`src/rtl/assert_macros.svh`:
```
// assertion macros shared by the decoder rtl
`ifndef ASSERT_MACROS_SVH
`define ASSERT_MACROS_SVH

// property that must hold at every clock edge out of reset
`define MID_ASSERT(label, clk, rst_n, prop, msg) \
    label: assert property (@(posedge clk) disable iff (!rst_n) (prop)) \
        else $error(msg);

// consequent that must hold in the cycle after the antecedent
`define MID_ASSERT_NEXT(label, clk, rst_n, ante, cons, msg) \
    label: assert property (@(posedge clk) disable iff (!rst_n) (ante) |=> (cons)) \
        else $error(msg);

`endif

```
`src/rtl/mid_pkg.sv`:
```
// types and constants of the messagepack integer decoder
`default_nettype none

package mid_pkg;

    localparam logic [2:0] MODE_S32  = 3'd0;
    localparam logic [2:0] MODE_U32  = 3'd1;
    localparam logic [2:0] MODE_S64  = 3'd2;
    localparam logic [2:0] MODE_U64  = 3'd3;
    localparam logic [2:0] MODE_BOOL = 3'd4;

    localparam logic [1:0] STATUS_OK      = 2'd0;
    localparam logic [1:0] STATUS_BAD_TAG = 2'd1;
    localparam logic [1:0] STATUS_RANGE   = 2'd2;

    localparam logic [7:0] TAG_POS_FIX_MAX = 8'h7f;
    localparam logic [7:0] TAG_NEG_FIX_MIN = 8'he0;
    localparam logic [7:0] TAG_FALSE       = 8'hc2;
    localparam logic [7:0] TAG_TRUE        = 8'hc3;
    localparam logic [7:0] TAG_UINT8       = 8'hcc;
    localparam logic [7:0] TAG_UINT16      = 8'hcd;
    localparam logic [7:0] TAG_UINT32      = 8'hce;
    localparam logic [7:0] TAG_UINT64      = 8'hcf;
    localparam logic [7:0] TAG_INT8        = 8'hd0;
    localparam logic [7:0] TAG_INT16       = 8'hd1;
    localparam logic [7:0] TAG_INT32       = 8'hd2;
    localparam logic [7:0] TAG_INT64       = 8'hd3;

    // kind: bit 2 signed, bits 1:0 log2 of payload bytes
    localparam logic [2:0] KIND_U8  = 3'd0;
    localparam logic [2:0] KIND_U16 = 3'd1;
    localparam logic [2:0] KIND_U32 = 3'd2;
    localparam logic [2:0] KIND_U64 = 3'd3;
    localparam logic [2:0] KIND_S8  = 3'd4;
    localparam logic [2:0] KIND_S16 = 3'd5;
    localparam logic [2:0] KIND_S32 = 3'd6;
    localparam logic [2:0] KIND_S64 = 3'd7;

    localparam logic [1:0] SIZE_1 = 2'd0;
    localparam logic [1:0] SIZE_2 = 2'd1;
    localparam logic [1:0] SIZE_4 = 2'd2;
    localparam logic [1:0] SIZE_8 = 2'd3;

    // work item from the parser to the range checker
    typedef struct packed {
        logic        is_finish;
        logic [2:0]  kind;
        logic [1:0]  status;
        logic [63:0] raw;
    } job_t;

endpackage

`default_nettype wire

```
`src/rtl/mid_in_if.sv`:
```
// input byte channel of the decoder
`default_nettype none

interface mid_in_if;
    logic       valid;
    logic       ready;
    logic [7:0] stream_byte;

    modport source (output valid, output stream_byte, input ready);
    modport sink (input valid, input stream_byte, output ready);
endinterface

`default_nettype wire

```
`src/rtl/mid_out_if.sv`:
```
// result channel of the decoder
`default_nettype none

interface mid_out_if;
    logic        valid;
    logic        ready;
    logic [63:0] decoded_value;
    logic [1:0]  status;

    modport source (output valid, output decoded_value, output status, input ready);
    modport sink (input valid, input decoded_value, input status, output ready);
endinterface

`default_nettype wire

```
`src/rtl/mid_front.sv`:
```
// tag parser and payload shifter of the decoder
`default_nettype none
`include "assert_macros.svh"

module mid_front (
    input  wire logic         clk,
    input  wire logic         rst_n,
    input  wire logic [2:0]   mode,
    mid_in_if.sink            in_ch,
    input  wire logic         q_full,
    output logic              push,
    output mid_pkg::job_t     job
);

    logic        in_payload_reg, in_payload_next;
    logic [3:0]  bytes_left_reg, bytes_left_next;
    logic [2:0]  kind_reg, kind_next;
    logic [63:0] acc_reg, acc_next;

    logic        accept;
    logic [7:0]  b;
    logic        wide;
    logic        unsigned_mode;
    logic        start;
    logic [2:0]  start_kind;
    logic        bad_wide;

    assign in_ch.ready   = !q_full;
    assign accept        = in_ch.valid && in_ch.ready;
    assign b             = in_ch.stream_byte;
    assign wide          = (mode == mid_pkg::MODE_S64) || (mode == mid_pkg::MODE_U64);
    assign unsigned_mode = (mode == mid_pkg::MODE_U32) || (mode == mid_pkg::MODE_U64);

    // multi-byte tag decode
    always_comb
    begin
        start      = 1'b1;
        start_kind = mid_pkg::KIND_U8;
        bad_wide   = 1'b0;
        unique case (b)
            mid_pkg::TAG_UINT8:  start_kind = mid_pkg::KIND_U8;
            mid_pkg::TAG_UINT16: start_kind = mid_pkg::KIND_U16;
            mid_pkg::TAG_UINT32: start_kind = mid_pkg::KIND_U32;
            mid_pkg::TAG_UINT64:
            begin
                start_kind = mid_pkg::KIND_U64;
                bad_wide   = !wide;
            end
            mid_pkg::TAG_INT8:   start_kind = mid_pkg::KIND_S8;
            mid_pkg::TAG_INT16:  start_kind = mid_pkg::KIND_S16;
            mid_pkg::TAG_INT32:  start_kind = mid_pkg::KIND_S32;
            mid_pkg::TAG_INT64:
            begin
                start_kind = mid_pkg::KIND_S64;
                bad_wide   = !wide;
            end
            default:             start = 1'b0;
        endcase
    end

    always_comb
    begin
        in_payload_next = in_payload_reg;
        bytes_left_next = bytes_left_reg;
        kind_next       = kind_reg;
        acc_next        = acc_reg;
        push            = 1'b0;
        job.is_finish   = 1'b0;
        job.kind        = mid_pkg::KIND_U8;
        job.status      = mid_pkg::STATUS_OK;
        job.raw         = '0;
        if (accept)
        begin
            if (in_payload_reg)
            begin
                acc_next = {acc_reg[55:0], b};
                if (bytes_left_reg != 4'd0)
                begin
                    bytes_left_next = bytes_left_reg - 4'd1;
                end
                if (bytes_left_next == 4'd0)
                begin
                    in_payload_next = 1'b0;
                    push            = 1'b1;
                    job.is_finish   = 1'b1;
                    job.kind        = kind_reg;
                    job.raw         = acc_next;
                end
            end
            else if (mode == mid_pkg::MODE_BOOL)
            begin
                push = 1'b1;
                if (b == mid_pkg::TAG_FALSE)
                begin
                    job.raw = 64'd0;
                end
                else if (b == mid_pkg::TAG_TRUE)
                begin
                    job.raw = 64'd1;
                end
                else
                begin
                    job.status = mid_pkg::STATUS_BAD_TAG;
                end
            end
            else if (mode > mid_pkg::MODE_BOOL)
            begin
                push       = 1'b1;
                job.status = mid_pkg::STATUS_BAD_TAG;
            end
            else if (b <= mid_pkg::TAG_POS_FIX_MAX)
            begin
                push          = 1'b1;
                job.is_finish = 1'b1;
                job.kind      = mid_pkg::KIND_U8;
                job.raw       = {56'd0, b};
            end
            else if (b >= mid_pkg::TAG_NEG_FIX_MIN)
            begin
                push = 1'b1;
                if (unsigned_mode)
                begin
                    job.status = mid_pkg::STATUS_BAD_TAG;
                end
                else
                begin
                    job.is_finish = 1'b1;
                    job.kind      = mid_pkg::KIND_S8;
                    job.raw       = {56'd0, b};
                end
            end
            else if (!start || bad_wide)
            begin
                push       = 1'b1;
                job.status = mid_pkg::STATUS_BAD_TAG;
            end
            else
            begin
                in_payload_next = 1'b1;
                kind_next       = start_kind;
                bytes_left_next = 4'd1 << start_kind[1:0];
                acc_next        = '0;
            end
        end
    end

    always_ff @(posedge clk or negedge rst_n)
    begin
        if (!rst_n)
        begin
            in_payload_reg <= 1'b0;
            bytes_left_reg <= 4'd0;
            kind_reg       <= mid_pkg::KIND_U8;
            acc_reg        <= '0;
        end
        else
        begin
            in_payload_reg <= in_payload_next;
            bytes_left_reg <= bytes_left_next;
            kind_reg       <= kind_next;
            acc_reg        <= acc_next;
        end
    end

    `MID_ASSERT(a_payload_count, clk, rst_n, in_payload_reg |-> ((bytes_left_reg != 4'd0) && (bytes_left_reg <= 4'd8)), "payload pending with bad byte count")
    `MID_ASSERT(a_push_accept, clk, rst_n, push |-> (accept && !q_full), "word pushed without an accepted byte")

endmodule

`default_nettype wire

```
`src/rtl/mid_queue.sv`:
```
// short job queue between parser and range checker
`default_nettype none
`include "assert_macros.svh"

module mid_queue #(
    parameter int DEPTH = 2
) (
    input  wire logic          clk,
    input  wire logic          rst_n,
    input  wire logic          push,
    input  wire mid_pkg::job_t push_job,
    output logic               full,
    input  wire logic          pop,
    output logic               head_valid,
    output mid_pkg::job_t      head_job
);

    localparam int PW = (DEPTH > 1) ? $clog2(DEPTH) : 1;
    localparam int CW = $clog2(DEPTH + 1);

    mid_pkg::job_t mem_reg [DEPTH];
    logic [PW-1:0] wr_ptr_reg, wr_ptr_next;
    logic [PW-1:0] rd_ptr_reg, rd_ptr_next;
    logic [CW-1:0] count_reg, count_next;
    logic          do_push, do_pop;

    assign full       = (count_reg == CW'(DEPTH));
    assign head_valid = (count_reg != '0);
    assign head_job   = mem_reg[rd_ptr_reg];
    assign do_push    = push && !full;
    assign do_pop     = pop && head_valid;

    always_comb
    begin
        wr_ptr_next = wr_ptr_reg;
        rd_ptr_next = rd_ptr_reg;
        count_next  = count_reg;
        if (do_push)
        begin
            wr_ptr_next = (wr_ptr_reg == PW'(DEPTH - 1)) ? '0 : wr_ptr_reg + PW'(1);
        end
        if (do_pop)
        begin
            rd_ptr_next = (rd_ptr_reg == PW'(DEPTH - 1)) ? '0 : rd_ptr_reg + PW'(1);
        end
        if (do_push && !do_pop)
        begin
            count_next = count_reg + CW'(1);
        end
        else if (do_pop && !do_push)
        begin
            count_next = count_reg - CW'(1);
        end
    end

    always_ff @(posedge clk or negedge rst_n)
    begin
        if (!rst_n)
        begin
            wr_ptr_reg <= '0;
            rd_ptr_reg <= '0;
            count_reg  <= '0;
        end
        else
        begin
            wr_ptr_reg <= wr_ptr_next;
            rd_ptr_reg <= rd_ptr_next;
            count_reg  <= count_next;
        end
    end

    always_ff @(posedge clk)
    begin
        if (do_push)
        begin
            mem_reg[wr_ptr_reg] <= push_job;
        end
    end

    `MID_ASSERT(a_count_bound, clk, rst_n, count_reg <= CW'(DEPTH), "queue count above depth")
    `MID_ASSERT_NEXT(a_count_up, clk, rst_n, do_push && !do_pop, count_reg == $past(count_reg) + CW'(1), "queue count missed a push")

endmodule

`default_nettype wire

```
`src/rtl/mid_back.sv`:
```
// extension, range check and output register of the decoder
`default_nettype none
`include "assert_macros.svh"

module mid_back (
    input  wire logic          clk,
    input  wire logic          rst_n,
    input  wire logic [2:0]    mode,
    input  wire logic          head_valid,
    input  wire mid_pkg::job_t head_job,
    output logic               pop,
    mid_out_if.source          out_ch
);

    logic        out_valid_reg, out_valid_next;
    logic [63:0] value_reg, value_next;
    logic [1:0]  status_reg, status_next;

    logic        is_signed;
    logic [63:0] ext;
    logic        neg;
    logic        ok;

    assign pop       = head_valid && (!out_valid_reg || out_ch.ready);
    assign is_signed = head_job.kind[2];

    always_comb
    begin
        unique case (head_job.kind[1:0])
            mid_pkg::SIZE_1: ext = is_signed ? {{56{head_job.raw[7]}}, head_job.raw[7:0]}
                                             : {56'd0, head_job.raw[7:0]};
            mid_pkg::SIZE_2: ext = is_signed ? {{48{head_job.raw[15]}}, head_job.raw[15:0]}
                                             : {48'd0, head_job.raw[15:0]};
            mid_pkg::SIZE_4: ext = is_signed ? {{32{head_job.raw[31]}}, head_job.raw[31:0]}
                                             : {32'd0, head_job.raw[31:0]};
            default:         ext = head_job.raw;
        endcase
    end

    assign neg = is_signed && ext[63];

    always_comb
    begin
        unique case (mode)
            mid_pkg::MODE_S32: ok = neg ? (ext[63:31] == {33{1'b1}}) : (ext[63:31] == 33'd0);
            mid_pkg::MODE_U32: ok = !neg && (ext[63:32] == 32'd0);
            mid_pkg::MODE_S64: ok = is_signed || !ext[63];
            mid_pkg::MODE_U64: ok = !neg;
            default:           ok = 1'b0;
        endcase
    end

    always_comb
    begin
        out_valid_next = out_valid_reg;
        value_next     = value_reg;
        status_next    = status_reg;
        if (out_valid_reg && out_ch.ready)
        begin
            out_valid_next = 1'b0;
        end
        if (pop)
        begin
            out_valid_next = 1'b1;
            if (head_job.is_finish)
            begin
                value_next  = ok ? ext : 64'd0;
                status_next = ok ? mid_pkg::STATUS_OK : mid_pkg::STATUS_RANGE;
            end
            else
            begin
                value_next  = head_job.raw;
                status_next = head_job.status;
            end
        end
    end

    always_ff @(posedge clk or negedge rst_n)
    begin
        if (!rst_n)
        begin
            out_valid_reg <= 1'b0;
        end
        else
        begin
            out_valid_reg <= out_valid_next;
        end
    end

    always_ff @(posedge clk)
    begin
        value_reg  <= value_next;
        status_reg <= status_next;
    end

    assign out_ch.valid         = out_valid_reg;
    assign out_ch.decoded_value = value_reg;
    assign out_ch.status        = status_reg;

    `MID_ASSERT(a_error_zero, clk, rst_n, (out_valid_reg && (status_reg != mid_pkg::STATUS_OK)) |-> (value_reg == 64'd0), "error word carries a nonzero value")

endmodule

`default_nettype wire

```
`src/rtl/msgpack_integer_decoder_top.sv`:
```
// top level of the messagepack integer decoder
// takes one stream byte per cycle when the result side keeps up
// a result is registered in the job queue and then in the output register after its last byte is accepted
// fixints, booleans and bad tags complete on the tag byte, sized tags on their last payload byte
// a full job queue of QUEUE_DEPTH words stalls the input side
// reset: mode signed64, parser awaits a tag, queue and output register empty
`default_nettype none

module msgpack_integer_decoder_top #(
    parameter int QUEUE_DEPTH = 2
) (
    input  wire logic        clk,
    input  wire logic        rst_n,
    input  wire logic        target_mode_we,
    input  wire logic [2:0]  target_mode,
    mid_in_if.sink           in_ch,
    mid_out_if.source        out_ch
);

    logic [2:0]    mode_reg, mode_next;
    logic          q_full;
    logic          push;
    mid_pkg::job_t push_job;
    logic          pop;
    logic          head_valid;
    mid_pkg::job_t head_job;

    assign mode_next = target_mode_we ? target_mode : mode_reg;

    always_ff @(posedge clk or negedge rst_n)
    begin
        if (!rst_n)
        begin
            mode_reg <= mid_pkg::MODE_S64;
        end
        else
        begin
            mode_reg <= mode_next;
        end
    end

    mid_front u_front (
        .clk    (clk),
        .rst_n  (rst_n),
        .mode   (mode_reg),
        .in_ch  (in_ch),
        .q_full (q_full),
        .push   (push),
        .job    (push_job)
    );

    mid_queue #(
        .DEPTH (QUEUE_DEPTH)
    ) u_queue (
        .clk        (clk),
        .rst_n      (rst_n),
        .push       (push),
        .push_job   (push_job),
        .full       (q_full),
        .pop        (pop),
        .head_valid (head_valid),
        .head_job   (head_job)
    );

    mid_back u_back (
        .clk        (clk),
        .rst_n      (rst_n),
        .mode       (mode_reg),
        .head_valid (head_valid),
        .head_job   (head_job),
        .pop        (pop),
        .out_ch     (out_ch)
    );

endmodule

`default_nettype wire
```
`src/flat_wrapper.sv`:
```
// flat-port wrapper written by rule: the top's interface ports become plain ports
module msgpack_integer_decoder_top_flat 
#(
    parameter int QUEUE_DEPTH = 2
)
  (clk, rst_n, target_mode_we, target_mode, in_ch_valid, in_ch_stream_byte, in_ch_ready, out_ch_valid, out_ch_decoded_value, out_ch_status, out_ch_ready);
  mid_in_if in_ch_i ();
  mid_out_if out_ch_i ();
  input  wire logic clk;
  input  wire logic rst_n;
  input  wire logic target_mode_we;
  input  wire logic [2:0] target_mode;
  input wire logic [$bits(in_ch_i.valid)-1:0] in_ch_valid;
  input wire logic [$bits(in_ch_i.stream_byte)-1:0] in_ch_stream_byte;
  output wire logic [$bits(in_ch_i.ready)-1:0] in_ch_ready;
  output wire logic [$bits(out_ch_i.valid)-1:0] out_ch_valid;
  output wire logic [$bits(out_ch_i.decoded_value)-1:0] out_ch_decoded_value;
  output wire logic [$bits(out_ch_i.status)-1:0] out_ch_status;
  input wire logic [$bits(out_ch_i.ready)-1:0] out_ch_ready;
  assign in_ch_i.valid = in_ch_valid;
  assign in_ch_i.stream_byte = in_ch_stream_byte;
  assign in_ch_ready = in_ch_i.ready;
  assign out_ch_valid = out_ch_i.valid;
  assign out_ch_decoded_value = out_ch_i.decoded_value;
  assign out_ch_status = out_ch_i.status;
  assign out_ch_i.ready = out_ch_ready;
  msgpack_integer_decoder_top #(.QUEUE_DEPTH(QUEUE_DEPTH)) u_core (.clk(clk), .rst_n(rst_n), .target_mode_we(target_mode_we), .target_mode(target_mode), .in_ch(in_ch_i), .out_ch(out_ch_i));
endmodule
```
`config.mk`:
```
export PLATFORM = sky130hd
export DESIGN_NAME = msgpack_integer_decoder_top_flat
export DESIGN_NICKNAME = d
export VERILOG_FILES = /design/src/rtl/mid_pkg.sv /design/src/rtl/mid_in_if.sv /design/src/rtl/mid_out_if.sv /design/src/rtl/mid_front.sv /design/src/rtl/mid_queue.sv /design/src/rtl/mid_back.sv /design/src/rtl/msgpack_integer_decoder_top.sv /design/src/flat_wrapper.sv
export VERILOG_INCLUDE_DIRS = /design/src /design/src/rtl
export SDC_FILE = /design/constraint.sdc
export NUM_CORES = 1
export LEC_CHECK = 0
export BUFFER_PORTS_ARGS = -buffer_cell sky130_fd_sc_hd__buf_2
export CAP_MARGIN = 5
export CELL_PAD_IN_SITES_DETAIL_PLACEMENT = 2
export CELL_PAD_IN_SITES_GLOBAL_PLACEMENT = 2
export CORE_UTILIZATION = 43
export DETAILED_ROUTE_END_ITERATION = 6
export MAX_ROUTING_LAYER = met4
export PLACE_DENSITY_LB_ADDON = 0.1
export SYNTH_ARGS = -nofsm -noshare
export SYNTH_HDL_FRONTEND = slang
export SYNTH_SLANG_ARGS = --single-unit
```
`constraint.sdc`:
```
create_clock -name clk -period 6.99 [get_ports clk]
set_input_delay 1.398 -clock clk [delete_from_list [all_inputs] [get_ports clk]]
set_output_delay 1.398 -clock clk [all_outputs]
set_load 0.01 [all_outputs]
```
==> flow_metrics.tcl <==
set metrics [dict create \
    startpoint_type "register" \
    placement_rows 60 \
    arrival_ps 4670 \
    max-vdd-ir-drop_v 0.000484 \
    cts.root.buffer_cell "sky130_fd_sc_hd__clkbuf_16" \
    detailedPlace.worstSlack_ps 2520 \
    clk-insertion-delay-late_ps 550 \
    final_report_setup_violation_count 0 \
    total_switching_power_w 0.00229 \
    syn-cell-area_um2 11800 \
    max_slew.worst_pin.slew_ps 1220 \
    crit_family "buffers and inverters" \
    synth.ff_latch_count 276 \
    cts_hold_buf 0 \
    synth_fp_nets 865 \
    worst-r2r-setup-slack_ps 2610 \
    finalSetupTns_ps 0 \
    p_sw_frac 0.351 \
    hpwlAfterDp_um 20300 \
    slew_violations 0 \
    cts_max_level 1 \
    design.core.area_um2 27000 \
    timing.rr.start "u_core.u_queue.rd_ptr_reg$_DFFE_PN0P_" \
    drive_gt1_frac 0.287 \
    gr-usage-all-layers 0.234 \
    hold_path.startpoint "u_core.u_front.kind_reg[2]$_DFFE_PN0P_" \
    ys.flop_type "sky130_fd_sc_hd__edfxtp_1" \
    cp_max_fo 43 \
    layout_min_cycle_time_ps 4380 \
    synth.lib_cells_used.distinct 57 \
    top_level_ports 84 \
    final_hold_viol_count 0 \
    globalRoute.totalOverflow 0 \
    final_worst_clock_skew_ps 16.2 \
    clock_tree_from_tritoncts "yes" \
    start_util 0.438 \
    p_total_w 0.00652 \
    synth_area_leader_cell "sky130_fd_sc_hd__edfxtp_1" \
    areal_power_density_over_the_cells_nw_per_um2 480 \
    rsz0062_at_grt "no" \
    remaining_drc_errors 0 \
    sequential_element_share_of_the_synthesized_area 0.671 \
    seq_power_share 0.443 \
    cp.required_ps 7280 \
    avgSynthCellArea_um2 14.0 \
    critPathCaptureType "register" \
    synth_warnings 0 \
    vias_per_cell 5.71 \
    post-route-worst-setup-slack_ps 2610 \
    holdPathStages 2 \
    fp.dieArea_um2 28200 \
    clock_power_share 0.252 \
    synth_top_area_share 0.518 \
    gp_routability_congestion 0.972 \
    stdcell_area_um2 13600 \
    post_cts_setup_buffers 0 \
    synthTopCellsByArea "sky130_fd_sc_hd__edfxtp_1 (52%), sky130_fd_sc_hd__dfrtp_1 (15%), sky130_fd_sc_hd__mux2_2 (5.2%), sky130_fd_sc_hd__a22o_1 (4.2%), sky130_fd_sc_hd__and2_1 (3.4%)" \
    holdCritPathClass "register to register" \
    detailroute.via_count 7351 \
    synth_edf_count 204 \
    timing.critical_path.slowest_stage_cell "sky130_fd_sc_hd__nor3_4" \
    path_class "register to register" \
    outcome "complete, no violations" \
    pwr-share-comb 0.305 \
    cts_max_path_buffers 3 \
    drt_pass1_iterations 5 \
    period_share 0.626 \
    drt_iter0_drc 395 \
    die_height_um 168 \
    first_pass_grt_wire_length_um 48800 \
    syn_inst 847 \
    grt_pass1_vias 8093 \
    crit_chain "buf_4, mux2_2, mux2i_1, a32oi_1, a31oi_1, a311oi_4, nor3_4, buf_4, o21ai_1" \
    areaGrowthSynthToFinish_pct 14.9 \
    clock-sinks 276 \
    wire_per_inst_um 24.1 \
    crit_top_cell "sky130_fd_sc_hd__buf_4" \
    rr_endpoint "u_core.u_back.out_ch.decoded_value[15]$_DFFE_PP_" \
    number_of_antenna_violations_at_the_first_check_in_global_routing 0 \
    power.internal_w 0.00423 \
    final_antenna_net_count 0 \
    grt_start_max_net_pins 73 \
    antennaDiodeCount 0 \
    slew_headroom 0.182 \
    max_stage_delay_ps 760 \
    r2r_cells 9 \
    largest_register_ff_count 138 \
    route.final.wire_length_um 31100 \
    placement.io_buffers 83 \
    cts.reportedPaths.clkPinSlew_ps 60 \
    fmax_achieved_mhz 228 \
    instance_area_at_placement_um2 12500 \
    dieWidth_um 168 \
    synth-async-reset-ratio 0.261 \
    min_to "u_core.u_front.kind_reg[2]$_DFFE_PN0P_" \
    critical_path_buffer_and_inverter_count 2 \
    power.leakage_nw 5.16 \
    post_cts.resized_instances 0 \
    num-nets-final 941 \
    maxCapViolations 0 \
    tritoncts.num_buffers 31 \
]
[cell type report]
type,count,area (µm²)
Inverter,7,26.3
Timing Repair Buffer,93,490
Clock buffer,34,787
Fill cell,2533,13400
Clock inverter,23,251
Tap cell,341,427
Multi-Input combinational cell,514,3670
Sequential cell,276,7930
[power by group through the flow]
stage | Sequential, W | Clock, W | Combinational [W]
after floorplan | 0.00282 | 0 | 0.00134
after global placement | 0.00287 | 0 | 0.00190
after detailed placement | 0.00291 | 0 | 0.00201
after CTS | 0.00289 | 0.00168 | 0.00203
after global routing | 0.00294 | 0.00173 | 0.00219
final | 0.00289 | 0.00165 | 0.00199
[placed cells by master (no fill, tap or decap), types with 9 or more instances in the layout]
master,netlist,routed
sky130_fd_sc_hd__nand2_1,61,61
sky130_fd_sc_hd__o21ai_2,30,30
sky130_fd_sc_hd__edfxtp_1,204,204
sky130_fd_sc_hd__nand4_1,15,15
sky130_fd_sc_hd__a21oi_1,58,58
sky130_fd_sc_hd__dfrtp_1,71,70
sky130_fd_sc_hd__nor3_1,9,9
sky130_fd_sc_hd__mux2i_1,15,14
sky130_fd_sc_hd__and2_1,65,65
sky130_fd_sc_hd__clkbuf_16,0,31
sky130_fd_sc_hd__mux2_2,55,55
sky130_fd_sc_hd__nor4_1,14,14
sky130_fd_sc_hd__buf_2,4,83
sky130_fd_sc_hd__a22o_1,57,57
sky130_fd_sc_hd__nor2_1,22,19
sky130_fd_sc_hd__nor2_2,29,29
sky130_fd_sc_hd__buf_4,0,10
[tightest hold or removal path, cell delays in order, from the launching register on]
cell and delay (ps):
sky130_fd_sc_hd__dfrtp_1 360, sky130_fd_sc_hd__nand2_1 50, sky130_fd_sc_hd__nand2_1 50
[cell usage after synthesis (all sizes together) (3+ instances only)]
library cell,count
mux2i,15
nand4,15
nand3,4
nand2,61
o21a,4
and2,65
a21o,3
nand2b,8
buf,18
clkbuf,32
inv,7
o21ai,42
a22o,57
edfxtp,204
nor4,15
nor3,10
o22ai,4
a21oi,58
a211oi,3
nor2b,5
dfrtp,71
xnor2,4
mux2,56
a31oi,3
nor2,51
[layer usage]
layer / share of wire / global-route usage / up-vias
met5: 0 / - / -
met4: 0.019 / 0.0523 / 0
met3: 0.038 / 0.0355 / 49
met2: 0.49 / 0.378 / 141
met1: 0.46 / 0.313 / 3818
li1: - / - / 3343
[through the flow]
step | utilization | hold WS [ps] | std cells
3_5_place_dp | 0.465 | 473 | 1231
6_report | 0.504 | 496 | 1288
5_1_grt | 0.504 | 514 | 1288
2_1_floorplan | - | 439 | 847
3_3_place_gp | 0.465 | 460 | 1231
4_1_cts | 0.504 | 492 | 1288
[kinds of logic after synthesis]
| kind of cell | after synthesis | synth area share |
|---|---|---|
| muxes | 71 | 0.0661 |
| DFF | 276 | 0.671 |
| and+or+nand+nor | 250 | 0.117 |
| buffers and inverters | 57 | 0.0236 |
| AOI/OAI and AO/OA | 185 | 0.116 |
| adders and majority gates | 2 | 0.00212 |
| xor gates and xnor gates | 6 | 0.00445 |
[worst max path at each step]
| stage | from | end | slack, ps | cells after the start |
|---|---|---|---|---|
| floorplan | in_ch_stream_byte[4] | u_core.u_queue.mem_reg[0][0]$_DFFE_PP_ | 1620 | 5 |
| global placement | u_core.u_queue.rd_ptr_reg$_DFFE_PN0P_ | u_core.u_back.out_ch.decoded_value[15]$_DFFE_PP_ | 2720 | 9 |
| detailed placement | u_core.u_queue.rd_ptr_reg$_DFFE_PN0P_ | u_core.u_back.out_ch.decoded_value[15]$_DFFE_PP_ | 2520 | 9 |
| CTS | u_core.u_queue.rd_ptr_reg$_DFFE_PN0P_ | u_core.u_back.out_ch.decoded_value[15]$_DFFE_PP_ | 2520 | 9 |
| global route | u_core.u_queue.rd_ptr_reg$_DFFE_PN0P_ | u_core.u_back.out_ch.decoded_value[15]$_DFFE_PP_ | 2320 | 9 |
| finish | u_core.u_queue.rd_ptr_reg$_DFFE_PN0P_ | u_core.u_back.out_ch.decoded_value[15]$_DFFE_PP_ | 2610 | 9 |
No activity file was read; power rests on OpenSTA's default activity.
